===== config.mk =====
export PLATFORM = sky130hd
export DESIGN_NAME = http_content_length_body_extractor
export DESIGN_NICKNAME = d
export VERILOG_FILES = /design/src/rtl/core/hcl_pkg.sv /design/src/rtl/core/hcl_parser.sv /design/src/rtl/core/hcl_out_reg.sv /design/src/rtl/core/http_content_length_body_extractor.sv
export SDC_FILE = /design/constraint.sdc
export NUM_CORES = 1
export LEC_CHECK = 0
export ABC_AREA = 1
export BUFFER_PORTS_ARGS = -buffer_cell sky130_fd_sc_hd__buf_2
export CORE_MARGIN = 8
export CORE_UTILIZATION = 49
export CTS_BUF_LIST = sky130_fd_sc_hd__clkbuf_4
export CTS_CLUSTER_DIAMETER = 200
export DETAILED_ROUTE_END_ITERATION = 12
export GPL_TIMING_DRIVEN = 0
export PLACE_DENSITY = 0.65
export SYNTH_ARGS = -nofsm -noshare
export SYNTH_HDL_FRONTEND = slang
export SYNTH_SLANG_ARGS = --single-unit

===== constraint.sdc =====
create_clock -name clk -period 3.6 [get_ports clk]
set_input_delay 0.36 -clock clk [delete_from_list [all_inputs] [get_ports clk]]
set_output_delay 0.36 -clock clk [all_outputs]
set_load 0.005 [all_outputs]

===== src/rtl/core/hcl_pkg.sv =====
// Shared types and constants for the HTTP content-length body extractor
`timescale 1ns / 1ps
`default_nettype none

package hcl_pkg;

    // parser phase, one-hot
    typedef enum logic [3:0] {
        PH_SEEK   = 4'b0001,
        PH_DIGITS = 4'b0010,
        PH_BLANK  = 4'b0100,
        PH_BODY   = 4'b1000
    } phase_t;

    localparam int HDR_LEN   = 16;
    localparam int BLANK_LEN = 4;

    localparam logic [7:0] CHAR_CR = 8'h0D;
    localparam logic [7:0] CHAR_LF = 8'h0A;
    localparam logic [7:0] CHAR_0  = 8'h30;
    localparam logic [7:0] CHAR_9  = 8'h39;

    // "Content-Length: "
    localparam logic [7:0] HDR_TEXT [HDR_LEN] = '{
        8'h43, 8'h6F, 8'h6E, 8'h74, 8'h65, 8'h6E, 8'h74, 8'h2D,
        8'h4C, 8'h65, 8'h6E, 8'h67, 8'h74, 8'h68, 8'h3A, 8'h20
    };

    // CR LF CR LF
    localparam logic [7:0] BLANK_TEXT [BLANK_LEN] = '{
        8'h0D, 8'h0A, 8'h0D, 8'h0A
    };

    // one result produced by the parser for the current request
    typedef struct packed {
        logic        emit;
        logic [7:0]  body_byte;
        logic        last_byte;
        logic [31:0] declared_length;
    } result_t;

    // parser status seen by the top level
    typedef struct packed {
        phase_t phase;
        logic   length_zero;
    } status_t;

endpackage

`default_nettype wire


===== src/rtl/core/hcl_parser.sv =====
// Byte-wise header match, length parse, blank-line search and body counting
`timescale 1ns / 1ps
`default_nettype none

module hcl_parser #(
    parameter int LENGTH_WIDTH = 32
) (
    input  wire logic             clk,
    input  wire logic             rst_n,
    input  wire logic             fire,
    input  wire logic [7:0]       rx_byte,
    output hcl_pkg::result_t      result,
    output hcl_pkg::status_t      status
);

    localparam int HIDX_W = $clog2(hcl_pkg::HDR_LEN);
    localparam int BIDX_W = $clog2(hcl_pkg::BLANK_LEN);
    localparam int SUM_W  = LENGTH_WIDTH + 4;

    hcl_pkg::phase_t             phase_reg, phase_next;
    logic [HIDX_W-1:0]           hdr_idx_reg, hdr_idx_next;
    logic [BIDX_W-1:0]           blank_idx_reg, blank_idx_next;
    logic                        stopped_reg, stopped_next;
    logic [LENGTH_WIDTH-1:0]     acc_reg, acc_next;
    logic [LENGTH_WIDTH-1:0]     count_reg, count_next;

    logic [LENGTH_WIDTH-1:0]     count_inc;
    logic [SUM_W-1:0]            acc_wide;
    logic [SUM_W-1:0]            acc_sum;
    logic                        acc_ovf;
    logic                        is_digit;
    logic                        is_eol;
    logic                        last;
    logic [31:0]                 len32;

    // acc * 10 + digit, with overflow out of the length width
    assign acc_wide = {4'b0000, acc_reg};
    assign acc_sum  = (acc_wide << 3) + (acc_wide << 1)
                    + {{(SUM_W-4){1'b0}}, 4'(rx_byte - hcl_pkg::CHAR_0)};
    assign acc_ovf  = |acc_sum[SUM_W-1:LENGTH_WIDTH];

    assign is_digit  = (rx_byte inside {[hcl_pkg::CHAR_0:hcl_pkg::CHAR_9]});
    assign is_eol    = (rx_byte == hcl_pkg::CHAR_CR) || (rx_byte == hcl_pkg::CHAR_LF);
    assign count_inc = count_reg + LENGTH_WIDTH'(1);
    assign last      = (count_inc == acc_reg);

    // reported length is the low 32 bits of the parsed value
    generate
        if (LENGTH_WIDTH >= 32)
        begin : g_len_wide
            assign len32 = acc_reg[31:0];
        end
        else
        begin : g_len_narrow
            assign len32 = {{(32-LENGTH_WIDTH){1'b0}}, acc_reg};
        end
    endgenerate

    // next-state logic
    always_comb
    begin
        phase_next     = phase_reg;
        hdr_idx_next   = hdr_idx_reg;
        blank_idx_next = blank_idx_reg;
        stopped_next   = stopped_reg;
        acc_next       = acc_reg;
        count_next     = count_reg;
        case (phase_reg)
            hcl_pkg::PH_SEEK:
            begin
                if (rx_byte == hcl_pkg::HDR_TEXT[hdr_idx_reg])
                begin
                    if (hdr_idx_reg == HIDX_W'(hcl_pkg::HDR_LEN - 1))
                    begin
                        hdr_idx_next = '0;
                        acc_next     = '0;
                        stopped_next = 1'b0;
                        phase_next   = hcl_pkg::PH_DIGITS;
                    end
                    else
                    begin
                        hdr_idx_next = hdr_idx_reg + HIDX_W'(1);
                    end
                end
                else
                begin
                    hdr_idx_next = '0;
                end
            end
            hcl_pkg::PH_DIGITS:
            begin
                if (is_eol)
                begin
                    if (acc_reg == '0)
                    begin
                        phase_next     = hcl_pkg::PH_SEEK;
                        hdr_idx_next   = '0;
                        stopped_next   = 1'b0;
                        blank_idx_next = '0;
                        count_next     = '0;
                    end
                    else
                    begin
                        // terminator is the first blank-line character tested
                        phase_next     = hcl_pkg::PH_BLANK;
                        blank_idx_next = (rx_byte == hcl_pkg::BLANK_TEXT[0])
                                       ? BIDX_W'(1) : '0;
                    end
                end
                else if (!stopped_reg && is_digit)
                begin
                    acc_next = acc_ovf ? '1 : acc_sum[LENGTH_WIDTH-1:0];
                end
                else
                begin
                    stopped_next = 1'b1;
                end
            end
            hcl_pkg::PH_BLANK:
            begin
                if (rx_byte == hcl_pkg::BLANK_TEXT[blank_idx_reg])
                begin
                    if (blank_idx_reg == BIDX_W'(hcl_pkg::BLANK_LEN - 1))
                    begin
                        blank_idx_next = '0;
                        count_next     = '0;
                        phase_next     = hcl_pkg::PH_BODY;
                    end
                    else
                    begin
                        blank_idx_next = blank_idx_reg + BIDX_W'(1);
                    end
                end
                else
                begin
                    blank_idx_next = '0;
                end
            end
            hcl_pkg::PH_BODY:
            begin
                if (last)
                begin
                    phase_next     = hcl_pkg::PH_SEEK;
                    hdr_idx_next   = '0;
                    stopped_next   = 1'b0;
                    acc_next       = '0;
                    blank_idx_next = '0;
                    count_next     = '0;
                end
                else
                begin
                    count_next = count_inc;
                end
            end
            default:
            begin
                phase_next     = hcl_pkg::PH_SEEK;
                hdr_idx_next   = '0;
                stopped_next   = 1'b0;
                acc_next       = '0;
                blank_idx_next = '0;
                count_next     = '0;
            end
        endcase
    end

    // result for the current request
    always_comb
    begin
        result.emit            = (phase_reg == hcl_pkg::PH_BODY);
        result.body_byte       = rx_byte;
        result.last_byte       = last;
        result.declared_length = len32;
    end

    assign status.phase       = phase_reg;
    assign status.length_zero = (acc_reg == '0);

    // state registers
    always_ff @(posedge clk or negedge rst_n)
    begin
        if (!rst_n)
        begin
            phase_reg     <= hcl_pkg::PH_SEEK;
            hdr_idx_reg   <= '0;
            blank_idx_reg <= '0;
            stopped_reg   <= 1'b0;
            acc_reg       <= '0;
            count_reg     <= '0;
        end
        else if (fire)
        begin
            phase_reg     <= phase_next;
            hdr_idx_reg   <= hdr_idx_next;
            blank_idx_reg <= blank_idx_next;
            stopped_reg   <= stopped_next;
            acc_reg       <= acc_next;
            count_reg     <= count_next;
        end
    end

endmodule

`default_nettype wire


===== src/rtl/core/hcl_out_reg.sv =====
// Output register holding one body byte result until it is taken
`timescale 1ns / 1ps
`default_nettype none

module hcl_out_reg (
    input  wire logic              clk,
    input  wire logic              rst_n,
    input  wire logic              load,
    input  wire hcl_pkg::result_t  result,
    input  wire logic              body_stall,
    output logic                   body_valid,
    output logic [7:0]             body_byte,
    output logic                   last_byte,
    output logic [31:0]            declared_length,
    output logic                   full_stall
);

    logic        valid_reg;
    logic [7:0]  byte_reg;
    logic        last_reg;
    logic [31:0] len_reg;

    // valid flag: set on load, cleared when the request is taken
    always_ff @(posedge clk or negedge rst_n)
    begin
        if (!rst_n)
        begin
            valid_reg <= 1'b0;
        end
        else if (load)
        begin
            valid_reg <= 1'b1;
        end
        else if (!body_stall)
        begin
            valid_reg <= 1'b0;
        end
    end

    // payload
    always_ff @(posedge clk)
    begin
        if (load)
        begin
            byte_reg <= result.body_byte;
            last_reg <= result.last_byte;
            len_reg  <= result.declared_length;
        end
    end

    assign body_valid      = valid_reg;
    assign body_byte       = byte_reg;
    assign last_byte       = last_reg;
    assign declared_length = len_reg;
    // a new result may only land when the held one is leaving or absent
    assign full_stall      = valid_reg && body_stall;

endmodule

`default_nettype wire


===== src/rtl/core/http_content_length_body_extractor.sv =====
// Top level of the HTTP content-length body extractor
// Usage:
//   rx channel (rx_valid, rx_stall, rx_byte) carries the response stream,
//   one byte per request. A request is taken when rx_valid is high and
//   rx_stall is low.
//   body channel (body_valid, body_stall, body_byte, last_byte,
//   declared_length) carries one request per body byte. last_byte marks the
//   byte that completes the declared length; the block then searches for the
//   next "Content-Length: " header.
// Timing:
//   one byte per cycle unless a held body request stalls; each byte is
//   handled in the cycle it is taken by the single-pass parser, and a body
//   byte is on the body channel in the next cycle, from the output register.
// Reset:
//   rst_n clears the parser to the header search and empties the output.
// Stall:
//   while a body request is held and body_stall is high, rx_stall is high;
//   otherwise bytes keep flowing while the held request leaves.
`timescale 1ns / 1ps
`default_nettype none

module http_content_length_body_extractor #(
    parameter int LENGTH_WIDTH = 32
) (
    input  wire logic        clk,
    input  wire logic        rst_n,
    input  wire logic        rx_valid,
    output logic             rx_stall,
    input  wire logic [7:0]  rx_byte,
    output logic             body_valid,
    input  wire logic        body_stall,
    output logic [7:0]       body_byte,
    output logic             last_byte,
    output logic [31:0]      declared_length
);

    hcl_pkg::result_t result;
    hcl_pkg::status_t status;
    logic             fire;
    logic             full_stall;

    assign fire     = rx_valid && !rx_stall;
    assign rx_stall = full_stall;

    // parser
    hcl_parser #(
        .LENGTH_WIDTH (LENGTH_WIDTH)
    ) u_parser (
        .clk     (clk),
        .rst_n   (rst_n),
        .fire    (fire),
        .rx_byte (rx_byte),
        .result  (result),
        .status  (status)
    );

    // output register
    hcl_out_reg u_out (
        .clk             (clk),
        .rst_n           (rst_n),
        .load            (fire && result.emit),
        .result          (result),
        .body_stall      (body_stall),
        .body_valid      (body_valid),
        .body_byte       (body_byte),
        .last_byte       (last_byte),
        .declared_length (declared_length),
        .full_stall      (full_stall)
    );

    // a body byte taken in the body phase is on the output next cycle
    a_body_out: assert property (@(posedge clk) disable iff (!rst_n)
        (fire && status.phase == hcl_pkg::PH_BODY) |=> body_valid)
        else $error("body byte not presented");

    // a new body request only follows a body-phase byte
    a_no_invent: assert property (@(posedge clk) disable iff (!rst_n)
        $rose(body_valid) |-> $past(fire && status.phase == hcl_pkg::PH_BODY))
        else $error("body request without body byte");

    // the last byte ends the body and restarts the header search
    a_last_restart: assert property (@(posedge clk) disable iff (!rst_n)
        (fire && result.emit && result.last_byte)
        |=> (status.phase == hcl_pkg::PH_SEEK && status.length_zero))
        else $error("parser did not restart after last byte");

    // the body phase is never entered with a zero length
    a_body_len: assert property (@(posedge clk) disable iff (!rst_n)
        (status.phase == hcl_pkg::PH_BODY) |-> !status.length_zero)
        else $error("body phase with zero length");

endmodule

`default_nettype wire


==> impl_table.tex, run 1 <==
\begin{tabular}{lr}
\hline
Metric & Value \\
\hline
\multicolumn{2}{l}{\textbf{Clock tree}} \\
\quad Deepest level of the CTS H-tree & 4 \\
\quad TritonCTS clock tree & yes \\
\quad Total number of clock tree sinks & 117 \\
\quad Clock edge transition at the registers on the reported setup and hold paths & 0.12 ns \\
\quad Num CTS Buffers & 17 \\
\quad CTS root buffer & clkbuf\_4 \\
\quad Maximum clock insertion buffer count & 2 \\
\quad Insertion delay to the later sink of the worst-skew pair & 0.56 ns \\
\multicolumn{2}{l}{\textbf{Placement}} \\
\quad Post-place instance area & 9790 sq um \\
\quad Routability-driven placement congestion ratio & 1.00 \\
\quad DP HPWL & 20,800 um \\
\quad Pre-CTS WS & -0.475 ns \\
\quad DP Cell Count & 1,554 \\
\quad Port Buffer Count & 54 \\
\multicolumn{2}{l}{\textbf{Yosys}} \\
\quad Net count after synthesis & 1,350 \\
\quad Netlist area before placement & 9170 sq um \\
\quad Multiplexer share of the synthesized area & 0\% \\
\quad Synthesis Warnings & 0 \\
\quad Xor/xnor cell area share of the yosys netlist & 3.89\% \\
\quad Mapped Avg Cell Area & 7.25 sq um \\
\quad Adder-cell share of the synthesized area & 10.3\% \\
\quad Sequential share of the synthesized area & 34.2\% \\
\quad Prevailing post-synth register cell & dfrtp\_1 \\
\quad Post-synthesis compound-gate area fraction & 11.4\% \\
\quad Count of cell types in the netlist & 45 \\
\quad Share of synthesized flip-flops with an asynchronous set or reset & 65.0\% \\
\quad Mapped Cells & 1,264 \\
\quad Main combinational cell family by area after synthesis & simple AND/OR/NAND/NOR gates \\
\quad Flop and latch count out of synthesis & 117 \\
\quad Simple-gate share of the synthesized area & 33.7\% \\
\quad EDFF count, synth & 41 \\
\multicolumn{2}{l}{\textbf{Worst setup path}} \\
\quad Depth of the worst register-to-register path & 17 \\
\quad Reg-to-reg startpoint & u\_parser.acc\_reg[2] \\
\quad Required time of the worst setup path & 4.04 ns \\
\quad Largest stage delay on the critical path & 0.54 ns \\
\quad Startpoint-to-endpoint class of the critical path & register to register \\
\quad Critical Path AT & 3.83 ns \\
\quad Critical Path Start Type & register \\
\quad RR Endpoint & u\_parser.acc\_reg[29] \\
\quad R2R Setup Slk & 0.21 ns \\
\quad Kind of end point of the critical path & register \\
\quad CP dominant cell by count & nand3\_1 \\
\quad Sequence of cells on the critical path & fa\_1 > inv\_1 > fa\_1 > or2\_4 > o21ai\_4 > nand3\_1 > nand2\_2 > nand3\_1 > nand2\_2 > nand2\_1 > nand3\_1 > nand2\_1 > nor2\_4 > buf\_6 > nand3\_1 > nand2\_1 > o21ai\_0 \\
\quad Worst-path maximum fanout & 10 \\
\quad Highest-delay cell along the critical path & fa\_1 \\
\multicolumn{2}{l}{\textbf{Routing}} \\
\quad Average routed wire per standard cell & 16.3 um \\
\quad Vias post-DR & 8,862 \\
\quad Wire length after detailed routing & 26,200 um \\
\quad Vias/cell & 5.54 \\
\quad Count of routing violations after the opening detailed-route iteration & 529 \\
\quad Number of nets with antenna violations after routing & 0 \\
\quad Initial DRT Pass Iterations & 5 \\
\quad Number of remaining DRC errors & 0 \\
\multicolumn{2}{l}{\textbf{Global route}} \\
\quad Number of antenna violations at the first check in global routing & 1 \\
\quad Sum of overflow across all layers after global routing & 0 \\
\quad Maximum number of pins on one net before global-route repair & 66 \\
\quad Aggregate global-route resource usage & 22.4\% \\
\quad Via count of the first global-routing pass & 8,276 \\
\quad First-pass GRT wire length & 42,000 um \\
\multicolumn{2}{l}{\textbf{Power}} \\
\quad Power density cells & 401 nW/um\^{}2 \\
\quad Sequential group share of total power & 38.2\% \\
\quad Internal Dissipation & 0.00248 W \\
\quad Pleak & 4.83 nW \\
\quad Net Switching & 0.00166 W \\
\quad Net switching share of the total power & 40.0\% \\
\quad Worst ir drop on vdd & 0.246 mV \\
\quad Clk pwr share & 25.9\% \\
\quad Fraction of power consumed by combinational cells & 35.9\% \\
\multicolumn{2}{l}{\textbf{Final layout}} \\
\quad Area growth from synthesis to final layout & 12.5\% \\
\quad Filler cells & 1,829 \\
\quad Cell Count, Final, Fillers Out & 1,601 \\
\quad Net count of the finished layout & 1,439 \\
\quad Design Area, Final & 10,300 sq um \\
\quad Fraction of layout cells with a size suffix above 1 & 11.3\% \\
\multicolumn{2}{l}{\textbf{Floorplan}} \\
\quad Y dimension of the die & 153 um \\
\quad Core Footprint & 18,500 sq um \\
\quad Die ar. & 23,300 sq um \\
\quad \# IOs & 55 \\
\quad Horizontal die dimension & 153 um \\
\quad Initial core utilization & 49.5\% \\
\quad Cell Rows & 50 \\
\multicolumn{2}{l}{\textbf{STA}} \\
\quad Measured slew at the worst slew-check pin & 0.909 ns \\
\quad Pins Over Slew Limit & 0 \\
\quad Final hold violation count & 0 \\
\quad Setup clock skew after layout & 0.0211 ns \\
\quad Timing-limited maximum frequency & 295 MHz \\
\quad Share of the clock period used by the worst path after layout & 94.1\% \\
\quad Setup repair after global routing missed its margin & no \\
\quad Min setup slack post-route & 0.214 ns \\
\quad Final min period & 3.39 ns \\
\quad Worst slack on hold paths & 0.0563 ns \\
\quad Headroom to the max-slew limit & 38.9\% \\
\quad Number of endpoints failing setup at the final stage & 0 \\
\multicolumn{2}{l}{\textbf{Min path}} \\
\quad Hold wc startpoint & rx\_valid \\
\quad Capture endpoint of the worst hold path & u\_out.body\_valid \\
\quad Tightest Hold Check Type & input port to register \\
\quad Hold path depth & 3 \\
\multicolumn{2}{l}{\textbf{Job}} \\
\quad Max Cap Violations & 0 \\
\multicolumn{2}{l}{\textbf{Status}} \\
\quad Status & completed \\
\hline
\end{tabular}
final cells by class:
cell class	instances	area [sq um]	share of cell area [%]
tap	234	293	2.84
antenna	1	2.50	0.0243
multi-input combinational	1004	5480	53.2
clock buffer	19	143	1.38
buffer	24	186	1.81
sequential	117	3140	30.4
timing repair buffer	70	450	4.37
inverter	119	447	4.33
clock inverter	13	173	1.67
how the worst max path moves through the flow:
stage	slack (ns)	to	start
6_report	0.21	u_parser.acc_reg[29]	u_parser.acc_reg[2]
4_1_cts	0.002	u_parser.acc_reg[31]	u_parser.acc_reg[2]
3_5_place_dp	-0.47	u_parser.acc_reg[29]	rx_byte[3]
2_1_floorplan	0.36	u_parser.acc_reg[29]	u_parser.acc_reg[0]
3_3_place_gp	-0.69	u_out.declared_length[28]	u_parser.phase_reg[1]
5_1_grt	0.009	u_parser.acc_reg[17]	u_parser.acc_reg[2]
power groups by stage:
stage	Clock (W)	Combinational, W	Sequential (W)
3_3_place_gp	0	0.00140	0.00162
3_5_place_dp	0	0.00143	0.00162
6_report	0.00107	0.00149	0.00158
5_1_grt	0.00115	0.00166	0.00159
4_1_cts	0.00109	0.00145	0.00159
2_1_floorplan	0	0.00104	0.00157
critical path: cells and delay by family, from the launching register on:
kind,cells,cell delay [ns]
flops,1,0.46
buf+inv,2,0.25
simple gates,11,1.35
compound gates,2,0.23
fa+ha+maj,2,0.98
cells in the final DEF, fill, tap and decap left out, drive strengths merged:
master,synthesis,layout
a2111oi,2,2
a211oi,1,1
a21o,6,6
a21oi,55,55
a31oi,1,1
and3,2,2
buf,15,79
bufinv,0,3
clkbuf,9,28
clkinv,0,5
clkinvlp,0,1
dfrtp,75,75
dfstp,1,1
diode,0,1
dlygate4sd3,0,6
edfxtp,41,41
fa,2,2
ha,72,72
inv,119,123
nand2,380,380
nand3,118,118
nand3b,15,15
nand4,21,21
nor2,135,135
nor3,16,16
nor3b,1,1
nor4,11,11
nor4b,2,2
o2111ai,1,1
o211ai,3,3
o21a,3,3
o21ai,82,82
o22ai,29,29
o31ai,1,1
o41ai,1,1
or2,5,5
xnor2,23,23
xor2,15,15
xor3,1,1
stage by stage:
step	setup TNS (ns)	utilization, %	total power, W
6_report	0	55.7	0.00414
5_1_grt	0	55.7	0.00440
4_1_cts	0	55.1	0.00413
3_5_place_dp	-11.40	52.9	0.00304
3_3_place_gp	-39.08	52.5	0.00302
2_1_floorplan	0	-	0.00261
per-layer routing:
| metal | up-vias | global-route usage [%] | routed length [um] |
|---|---|---|---|
| met5 | - | 0 | 0 |
| met3 | 36 | 3.20 | 1280 |
| met2 | 245 | 36.2 | 12000 |
| met1 | 4123 | 30.2 | 12300 |
| met4 | 0 | 7.45 | 533 |
| li1 | 4458 | - | - |
cells by family after synthesis:
group / count (synthesis)
buf+inv: 143
xor+xnor: 39
fa+ha+maj: 74
simple gates: 706
compound gates: 185
flops: 117
cells in the mapped netlist, types with 2 or more instances:
library cell	count	area, sq um
buf_2	9	45.0
a21oi_1	55	275
nand4_1	21	131
inv_1	119	447
nand2_4	2	22.5
o211ai_1	3	22.5
and3_1	2	12.5
nand3b_1	15	113
nor3_1	16	80.1
nand2_1	373	1400
ha_1	72	901
nor2_2	2	12.5
o22ai_1	29	181
nor4b_1	2	17.5
buf_6	5	56.3
o21a_1	3	22.5
nor2_1	126	473
fa_1	2	40.0
nand2_2	5	31.3
clkbuf_1	8	30.0
nor2_4	7	78.8
dfrtp_1	75	1880
or2_2	5	31.3
o21ai_0	49	245
nor4_1	11	68.8
nand3_1	116	581
o21ai_1	24	120
edfxtp_1	41	1230
a2111oi_0	2	17.5
a21o_1	6	45.0
xnor2_1	23	201
o21ai_2	9	78.8
xor2_1	15	131
repair_timing:
| item | in CTS | in global routing |
|---|---|---|
| gates cloned | 0 | 1 |
| pin swaps | 0 | 4 |
| hold buffers | 6 | 0 |
| resized for setup | 12 | 15 |
| endpoints found under the setup margin | 32 | 32 |
| hold endpoints to repair | 80 | 0 |
| setup buffers | 1 | 6 |
Note: power is estimated with default switching activity, not from simulation.
==> run 2: changes to the inputs <==
--- a/config.mk
+++ b/config.mk
@@ -8,12 +8,12 @@
 export ABC_AREA = 1
 export BUFFER_PORTS_ARGS = -buffer_cell sky130_fd_sc_hd__buf_2
 export CORE_MARGIN = 8
-export CORE_UTILIZATION = 49
+export CORE_UTILIZATION = 44
 export CTS_BUF_LIST = sky130_fd_sc_hd__clkbuf_4
 export CTS_CLUSTER_DIAMETER = 200
 export DETAILED_ROUTE_END_ITERATION = 12
 export GPL_TIMING_DRIVEN = 0
-export PLACE_DENSITY = 0.65
+export PLACE_DENSITY = 0.6
 export SYNTH_ARGS = -nofsm -noshare
 export SYNTH_HDL_FRONTEND = slang
 export SYNTH_SLANG_ARGS = --single-unit
==> impl_table.tex, run 2 (synthesis results as in run 1) <==
\begin{tabular}{lr}
\hline
Metric & Value \\
\hline
\multicolumn{2}{l}{\textbf{Status}} \\
\quad Status & completed \\
\multicolumn{2}{l}{\textbf{Floorplan}} \\
\quad Cell Rows & 53 \\
\quad Initial core utilization & 44.2\% \\
\quad Core Footprint & 20,800 sq um \\
\quad \# IOs & 55 \\
\quad Die ar. & 25,700 sq um \\
\quad Horizontal die dimension & 160 um \\
\quad Y dimension of the die & 160 um \\
\multicolumn{2}{l}{\textbf{STA}} \\
\quad Timing-limited maximum frequency & 297 MHz \\
\quad Final hold violation count & 0 \\
\quad Headroom to the max-slew limit & 35.9\% \\
\quad Min setup slack post-route & 0.231 ns \\
\quad Pins Over Slew Limit & 0 \\
\quad Number of endpoints failing setup at the final stage & 0 \\
\quad Setup\_tns & 0 ns \\
\quad Worst slack on hold paths & 0.0618 ns \\
\quad Setup clock skew after layout & 0.0247 ns \\
\quad Final min period & 3.37 ns \\
\quad Measured slew at the worst slew-check pin & 0.954 ns \\
\quad Setup repair after global routing missed its margin & no \\
\quad Share of the clock period used by the worst path after layout & 93.6\% \\
\multicolumn{2}{l}{\textbf{Min path}} \\
\quad Tightest Hold Check Type & input port to register \\
\quad Hold path depth & 3 \\
\multicolumn{2}{l}{\textbf{Placement}} \\
\quad Routability-driven placement congestion ratio & 0.951 \\
\quad Port Buffer Count & 54 \\
\quad Pre-CTS WS & -0.532 ns \\
\quad DP HPWL & 21,700 um \\
\multicolumn{2}{l}{\textbf{Worst setup path}} \\
\quad Required time of the worst setup path & 4.02 ns \\
\quad Worst-path maximum fanout & 6 \\
\quad Crit path from & u\_parser.acc\_reg[0] \\
\quad Largest stage delay on the critical path & 0.54 ns \\
\quad RR Endpoint & u\_parser.acc\_reg[30] \\
\quad Kind of cell adding the most delay to the critical path & simple AND/OR/NAND/NOR gates \\
\quad Depth of the worst register-to-register path & 18 \\
\quad Critical Path Start Type & register \\
\quad R2R Setup Slk & 0.23 ns \\
\quad Critical Path AT & 3.79 ns \\
\quad Startpoint-to-endpoint class of the critical path & register to register \\
\quad CP dominant cell by count & nand2\_1 \\
\quad Critical Path Stages & 18 \\
\quad Highest-delay cell along the critical path & fa\_1 \\
\quad Sequence of cells on the critical path & fa\_1 > inv\_1 > fa\_1 > or2\_4 > o21ai\_4 > nand2\_1 > nand2\_2 > nand3\_1 > nand2\_2 > nand2\_1 > nand2\_1 > nand2\_1 > a21oi\_4 > buf\_12 > buf\_6 > nand3\_1 > nand2\_1 > o21ai\_0 \\
\quad Kind of end point of the critical path & register \\
\quad Capture point of the critical path & u\_parser.acc\_reg[30] \\
\quad WP buf/inv & 3 \\
\quad Reg-to-reg startpoint & u\_parser.acc\_reg[0] \\
\multicolumn{2}{l}{\textbf{Global route}} \\
\quad First-pass GRT wire length & 44,000 um \\
\quad Sum of overflow across all layers after global routing & 0 \\
\quad Maximum number of pins on one net before global-route repair & 51 \\
\quad Number of antenna violations at the first check in global routing & 1 \\
\quad Via count of the first global-routing pass & 8,241 \\
\quad Aggregate global-route resource usage & 21.2\% \\
\multicolumn{2}{l}{\textbf{Final layout}} \\
\quad Commonest non-fill, non-tap cell in the layout & nand2\_1 \\
\quad Area growth from synthesis to final layout & 12.6\% \\
\quad Fraction of layout cells with a size suffix above 1 & 11.1\% \\
\quad Net count of the finished layout & 1,437 \\
\quad Most frequent cells in the layout & nand2\_1, nor2\_1, inv\_1 \\
\quad Filler cells & 2,140 \\
\quad Final standard cell utilization of the core & 49.7\% \\
\quad Footprint of the multi-input gates & 5480 sq um \\
\quad Area taken by flip-flops and latches & 3140 sq um \\
\multicolumn{2}{l}{\textbf{Power}} \\
\quad Power consumption & 0.00401 W \\
\quad Worst ir drop on vdd & 0.268 mV \\
\quad Net Switching & 0.00164 W \\
\quad Fraction of power consumed by combinational cells & 36.6\% \\
\quad Pleak & 4.79 nW \\
\quad Internal Dissipation & 0.00238 W \\
\quad Power density cells & 389 nW/um\^{}2 \\
\quad Net switching share of the total power & 40.8\% \\
\quad Sequential group share of total power & 39.3\% \\
\quad Clk pwr share & 24.1\% \\
\multicolumn{2}{l}{\textbf{Routing}} \\
\quad Vias post-DR & 8,821 \\
\quad Number of remaining DRC errors & 0 \\
\quad Vias/cell & 5.38 \\
\quad Wire length after detailed routing & 27,200 um \\
\quad Count of routing violations after the opening detailed-route iteration & 603 \\
\quad Initial DRT Pass Iterations & 5 \\
\quad Average routed wire per standard cell & 16.5 um \\
\quad Number of nets with antenna violations after routing & 0 \\
\multicolumn{2}{l}{\textbf{Clock tree}} \\
\quad Insertion delay to the later sink of the worst-skew pair & 0.54 ns \\
\quad Maximum clock insertion buffer count & 2 \\
\quad Clock edge transition at the registers on the reported setup and hold paths & 0.12 ns \\
\quad Num CTS Buffers & 17 \\
\quad TritonCTS clock tree & yes \\
\quad CTS root buffer & clkbuf\_4 \\
\quad Deepest level of the CTS H-tree & 4 \\
\quad Total number of clock tree sinks & 117 \\
\multicolumn{2}{l}{\textbf{Job}} \\
\quad Max Cap Violations & 0 \\
\hline
\end{tabular}
-- run 2: changes by cell type in the layout (fill, tap and decap cells not counted), sizes merged --
cell / change
buf: -1
clkbuf: -2
inv: -1
diode: +1
bufinv: -1
clkinvlp: +3
clkinv: +1
dlygate4sd3: -1
-- run 2: timing repair --
action	in CTS	in global routing
cloned	0	2
setup endpoints to repair	32	32
hold endpoints to repair	29	0
buffers inserted	1	4
hold buffers	5	0
pin swaps	1	4
resized for setup	16	11
-- run 2: tightest hold or removal path, delay by kind of cell --
| kind | cells | cell delay (ns) |
|---|---|---|
| buf+inv | 1 | 0.08 |
| compound gates | 1 | 0.07 |
| simple gates | 1 | 0.06 |
-- run 2: how the worst min path moves through the flow --
stage | slack (ns) | end | startpoint
after CTS | 0.01 | u_out.body_valid | body_stall
after floorplan | 0.06 | u_out.body_valid | rst_n
after global placement | 0.48 | u_parser.phase_reg[0] | u_parser.phase_reg[0]
after global routing | 0.05 | u_out.body_byte[1] | rx_byte[1]
final | 0.06 | u_out.body_valid | body_stall
after detailed placement | 0.33 | u_parser.count_reg[24] | rst_n
-- run 2: metal layers --
metal,GRT usage [%],vias up,part of all wire [%]
li1,-,4452,-
met1,29.5,4106,48
met2,33.6,218,45
met3,2.71,45,3.9
met4,7.18,0,2.4
met5,0,-,0
-- run 2: power by group through the flow --
| stage | combinational [W] | clock, W | sequential [W] |
|---|---|---|---|
| 2_1_floorplan | 0.00104 | 0 | 0.00157 |
| 3_3_place_gp | 0.00141 | 0 | 0.00162 |
| 3_5_place_dp | 0.00144 | 0 | 0.00161 |
| 4_1_cts | 0.00146 | 0.000996 | 0.00158 |
| 5_1_grt | 0.00166 | 0.00105 | 0.00159 |
| 6_report | 0.00147 | 0.000968 | 0.00158 |
-- run 2: through the flow --
stage                     instances  instance area, sq um
after floorplan                1264                  9170
after global placement         1593                  9780
after detailed placement       1595                  9840
after CTS                      1633                 10200
after global routing           1641                 10300
final                          1641                 10300
-- run 2: cell type report --
| cell class | count | share of cell area, % |
|---|---|---|
| clock inverter | 15 | 1.50 |
| antenna | 2 | 0.0485 |
| clock buffer | 17 | 1.24 |
| buffer | 24 | 1.84 |
| sequential | 117 | 30.4 |
| inverter | 119 | 4.33 |
| tap | 275 | 3.33 |
| multi-input combinational | 1004 | 53.1 |
| timing repair buffer | 68 | 4.19 |
==> run 3: changes to the inputs <==
--- a/config.mk
+++ b/config.mk
@@ -7,10 +7,9 @@
 export LEC_CHECK = 0
 export ABC_AREA = 1
 export BUFFER_PORTS_ARGS = -buffer_cell sky130_fd_sc_hd__buf_2
-export CORE_MARGIN = 8
+export CORE_MARGIN = 2
 export CORE_UTILIZATION = 44
 export CTS_BUF_LIST = sky130_fd_sc_hd__clkbuf_4
-export CTS_CLUSTER_DIAMETER = 200
 export DETAILED_ROUTE_END_ITERATION = 12
 export GPL_TIMING_DRIVEN = 0
 export PLACE_DENSITY = 0.6
==> constraint.sdc (replaced) <==
create_clock -name clk -period 3.6 [get_ports clk]
set_input_delay 0.36 -clock clk [delete_from_list [all_inputs] [get_ports clk]]
set_output_delay 0.36 -clock clk [all_outputs]
set_load 0.05 [all_outputs]
==> impl_table.tex, run 3 (synthesis results as in run 1) <==
\begin{tabular}{lr}
\hline
Metric & Value \\
\hline
\multicolumn{2}{l}{\textbf{Status}} \\
\quad Status & completed \\
\multicolumn{2}{l}{\textbf{Clock tree}} \\
\quad Num CTS Buffers & 17 \\
\quad Total number of clock tree sinks & 117 \\
\quad CTS root buffer & clkbuf\_4 \\
\quad Insertion delay to the later sink of the worst-skew pair & 0.57 ns \\
\quad Maximum clock insertion buffer count & 2 \\
\quad Deepest level of the CTS H-tree & 4 \\
\quad TritonCTS clock tree & yes \\
\quad Clock edge transition at the registers on the reported setup and hold paths & 0.13 ns \\
\multicolumn{2}{l}{\textbf{Final layout}} \\
\quad Fraction of layout cells with a size suffix above 1 & 11.4\% \\
\quad Most frequent cells in the layout & nand2\_1, nor2\_1, inv\_1 \\
\quad Design Area, Final & 10,300 sq um \\
\quad Cell Count, Final, Fillers Out & 1,637 \\
\quad Area growth from synthesis to final layout & 12.7\% \\
\quad Net count of the finished layout & 1,439 \\
\quad Final standard cell utilization of the core & 50.7\% \\
\quad Commonest non-fill, non-tap cell in the layout & nand2\_1 \\
\quad Filler cells & 2,067 \\
\multicolumn{2}{l}{\textbf{Worst setup path}} \\
\quad R2R Setup Slk & 0.24 ns \\
\quad Critical Path AT & 3.80 ns \\
\quad Kind of end point of the critical path & register \\
\quad RR Endpoint & u\_parser.acc\_reg[30] \\
\quad Critical Path Start Type & register \\
\quad Startpoint-to-endpoint class of the critical path & register to register \\
\quad Required time of the worst setup path & 4.04 ns \\
\quad Depth of the worst register-to-register path & 17 \\
\quad Worst-path maximum fanout & 6 \\
\quad Reg-to-reg startpoint & u\_parser.acc\_reg[2] \\
\multicolumn{2}{l}{\textbf{STA}} \\
\quad Pins Over Slew Limit & 0 \\
\quad Worst slack on hold paths & 0.0506 ns \\
\quad Setup clock skew after layout & 0.0217 ns \\
\quad Final min period & 3.36 ns \\
\quad Share of the clock period used by the worst path after layout & 93.4\% \\
\quad Timing-limited maximum frequency & 297 MHz \\
\quad Headroom to the max-slew limit & 50.1\% \\
\quad Setup\_tns & 0 ns \\
\quad Setup repair after global routing missed its margin & no \\
\quad Measured slew at the worst slew-check pin & 0.743 ns \\
\quad Number of endpoints failing setup at the final stage & 0 \\
\quad Final hold violation count & 0 \\
\multicolumn{2}{l}{\textbf{Global route}} \\
\quad Sum of overflow across all layers after global routing & 0 \\
\quad Number of antenna violations at the first check in global routing & 1 \\
\quad Layer carrying the most global-route usage & met2 \\
\quad Maximum number of pins on one net before global-route repair & 67 \\
\quad Met2 Resource Use GR & 38.1\% \\
\quad Via count of the first global-routing pass & 8,053 \\
\quad Aggregate global-route resource usage & 24.6\% \\
\quad Met1 track utilization from global routing & 35.8\% \\
\quad First-pass GRT wire length & 42,300 um \\
\quad Met3 GRT Util & 3.16\% \\
\multicolumn{2}{l}{\textbf{Power}} \\
\quad Pleak & 4.81 nW \\
\quad Power density cells & 398 nW/um\^{}2 \\
\quad Worst ir drop on vdd & 0.216 mV \\
\multicolumn{2}{l}{\textbf{Routing}} \\
\quad Vias/cell & 5.39 \\
\quad Vias post-DR & 8,826 \\
\quad Count of routing violations after the opening detailed-route iteration & 615 \\
\quad Number of nets with antenna violations after routing & 0 \\
\quad Number of remaining DRC errors & 0 \\
\quad Initial DRT Pass Iterations & 6 \\
\quad Wire length after detailed routing & 26,700 um \\
\quad Average routed wire per standard cell & 16.3 um \\
\multicolumn{2}{l}{\textbf{Placement}} \\
\quad Post-place instance area & 9840 sq um \\
\quad Port Buffer Count & 54 \\
\quad DP Cell Count & 1,590 \\
\quad Routability-driven placement congestion ratio & 0.943 \\
\quad DP HPWL & 21,000 um \\
\multicolumn{2}{l}{\textbf{Floorplan}} \\
\quad Horizontal die dimension & 148 um \\
\quad \# IOs & 55 \\
\quad Die ar. & 22,000 sq um \\
\quad Core Footprint & 20,400 sq um \\
\quad Initial core utilization & 45.0\% \\
\quad Cell Rows & 52 \\
\quad Y dimension of the die & 148 um \\
\multicolumn{2}{l}{\textbf{Min path}} \\
\quad Capture endpoint of the worst hold path & u\_out.body\_valid \\
\quad Tightest Hold Check Type & input port to register \\
\quad Hold wc startpoint & rx\_valid \\
\quad Hold path depth & 3 \\
\multicolumn{2}{l}{\textbf{Job}} \\
\quad Max Cap Violations & 0 \\
\hline
\end{tabular}
## run 3: metal layers
layer | up-vias | part of all wire [%]
met2 | 262 | 44
met5 | - | 0
met3 | 37 | 5.3
met1 | 4085 | 48
li1 | 4442 | -
met4 | 0 | 2.1
## run 3: final cells by class
cell class / instances / area [sq um] / area share [%]
Multi-Input combinational cell: 1004 / 5490 / 53.1
Sequential cell: 117 / 3140 / 30.4
Inverter: 119 / 447 / 4.32
Timing Repair Buffer: 70 / 445 / 4.31
Tap cell: 270 / 338 / 3.27
Buffer: 24 / 194 / 1.88
Clock inverter: 14 / 151 / 1.46
Clock buffer: 18 / 135 / 1.31
Antenna cell: 1 / 2.50 / 0.0242
## run 3: power breakdown
part	switching [W]	internal, W
registers	0.000103	0.00147
logic	0.00104	0.000495
clock network	0.000577	0.000425
## run 3: repair_timing
item	in CTS	in global routing
endpoints found under the setup margin	32	32
hold buffers	6	0
resized for setup	14	16
gates cloned	0	1
buffers inserted	1	6
endpoints found under the hold margin	80	0
pin swaps	0	6
## run 3: how the worst max path moves through the flow
| stage | startpoint | end |
|---|---|---|
| after floorplan | u_out.body_valid | u_out.body_byte[0] |
| after global placement | u_parser.phase_reg[1] | u_out.declared_length[29] |
| after detailed placement | rx_byte[3] | u_parser.acc_reg[30] |
| after CTS | u_parser.acc_reg[2] | u_parser.acc_reg[19] |
| after global routing | u_parser.acc_reg[2] | u_parser.acc_reg[29] |
| final | u_parser.acc_reg[2] | u_parser.acc_reg[30] |
## run 3: critical path, cell delays in order, from the launching register on
cell and delay [ns]:
dfrtp_2 0.46, fa_1 0.55, inv_1 0.07, fa_2 0.39
or2_4 0.27, o21ai_4 0.17, nand2_1 0.08, nand2_2 0.09
nand3_1 0.08, nand2_2 0.09, nand2_1 0.07, nand2_1 0.07
nand2_1 0.09, a21oi_4 0.32, buf_6 0.18, nand3_1 0.10
nand2_1 0.08, o21ai_0 0.08
## run 3: stage by stage
step                      setup WS, ns  total power (W)
after detailed placement        -0.480          0.00310
final                            0.237          0.00411
after CTS                     0.000214          0.00412
after global placement          -0.733          0.00308
after floorplan                 0.0348          0.00268
after global routing          0.000569          0.00438
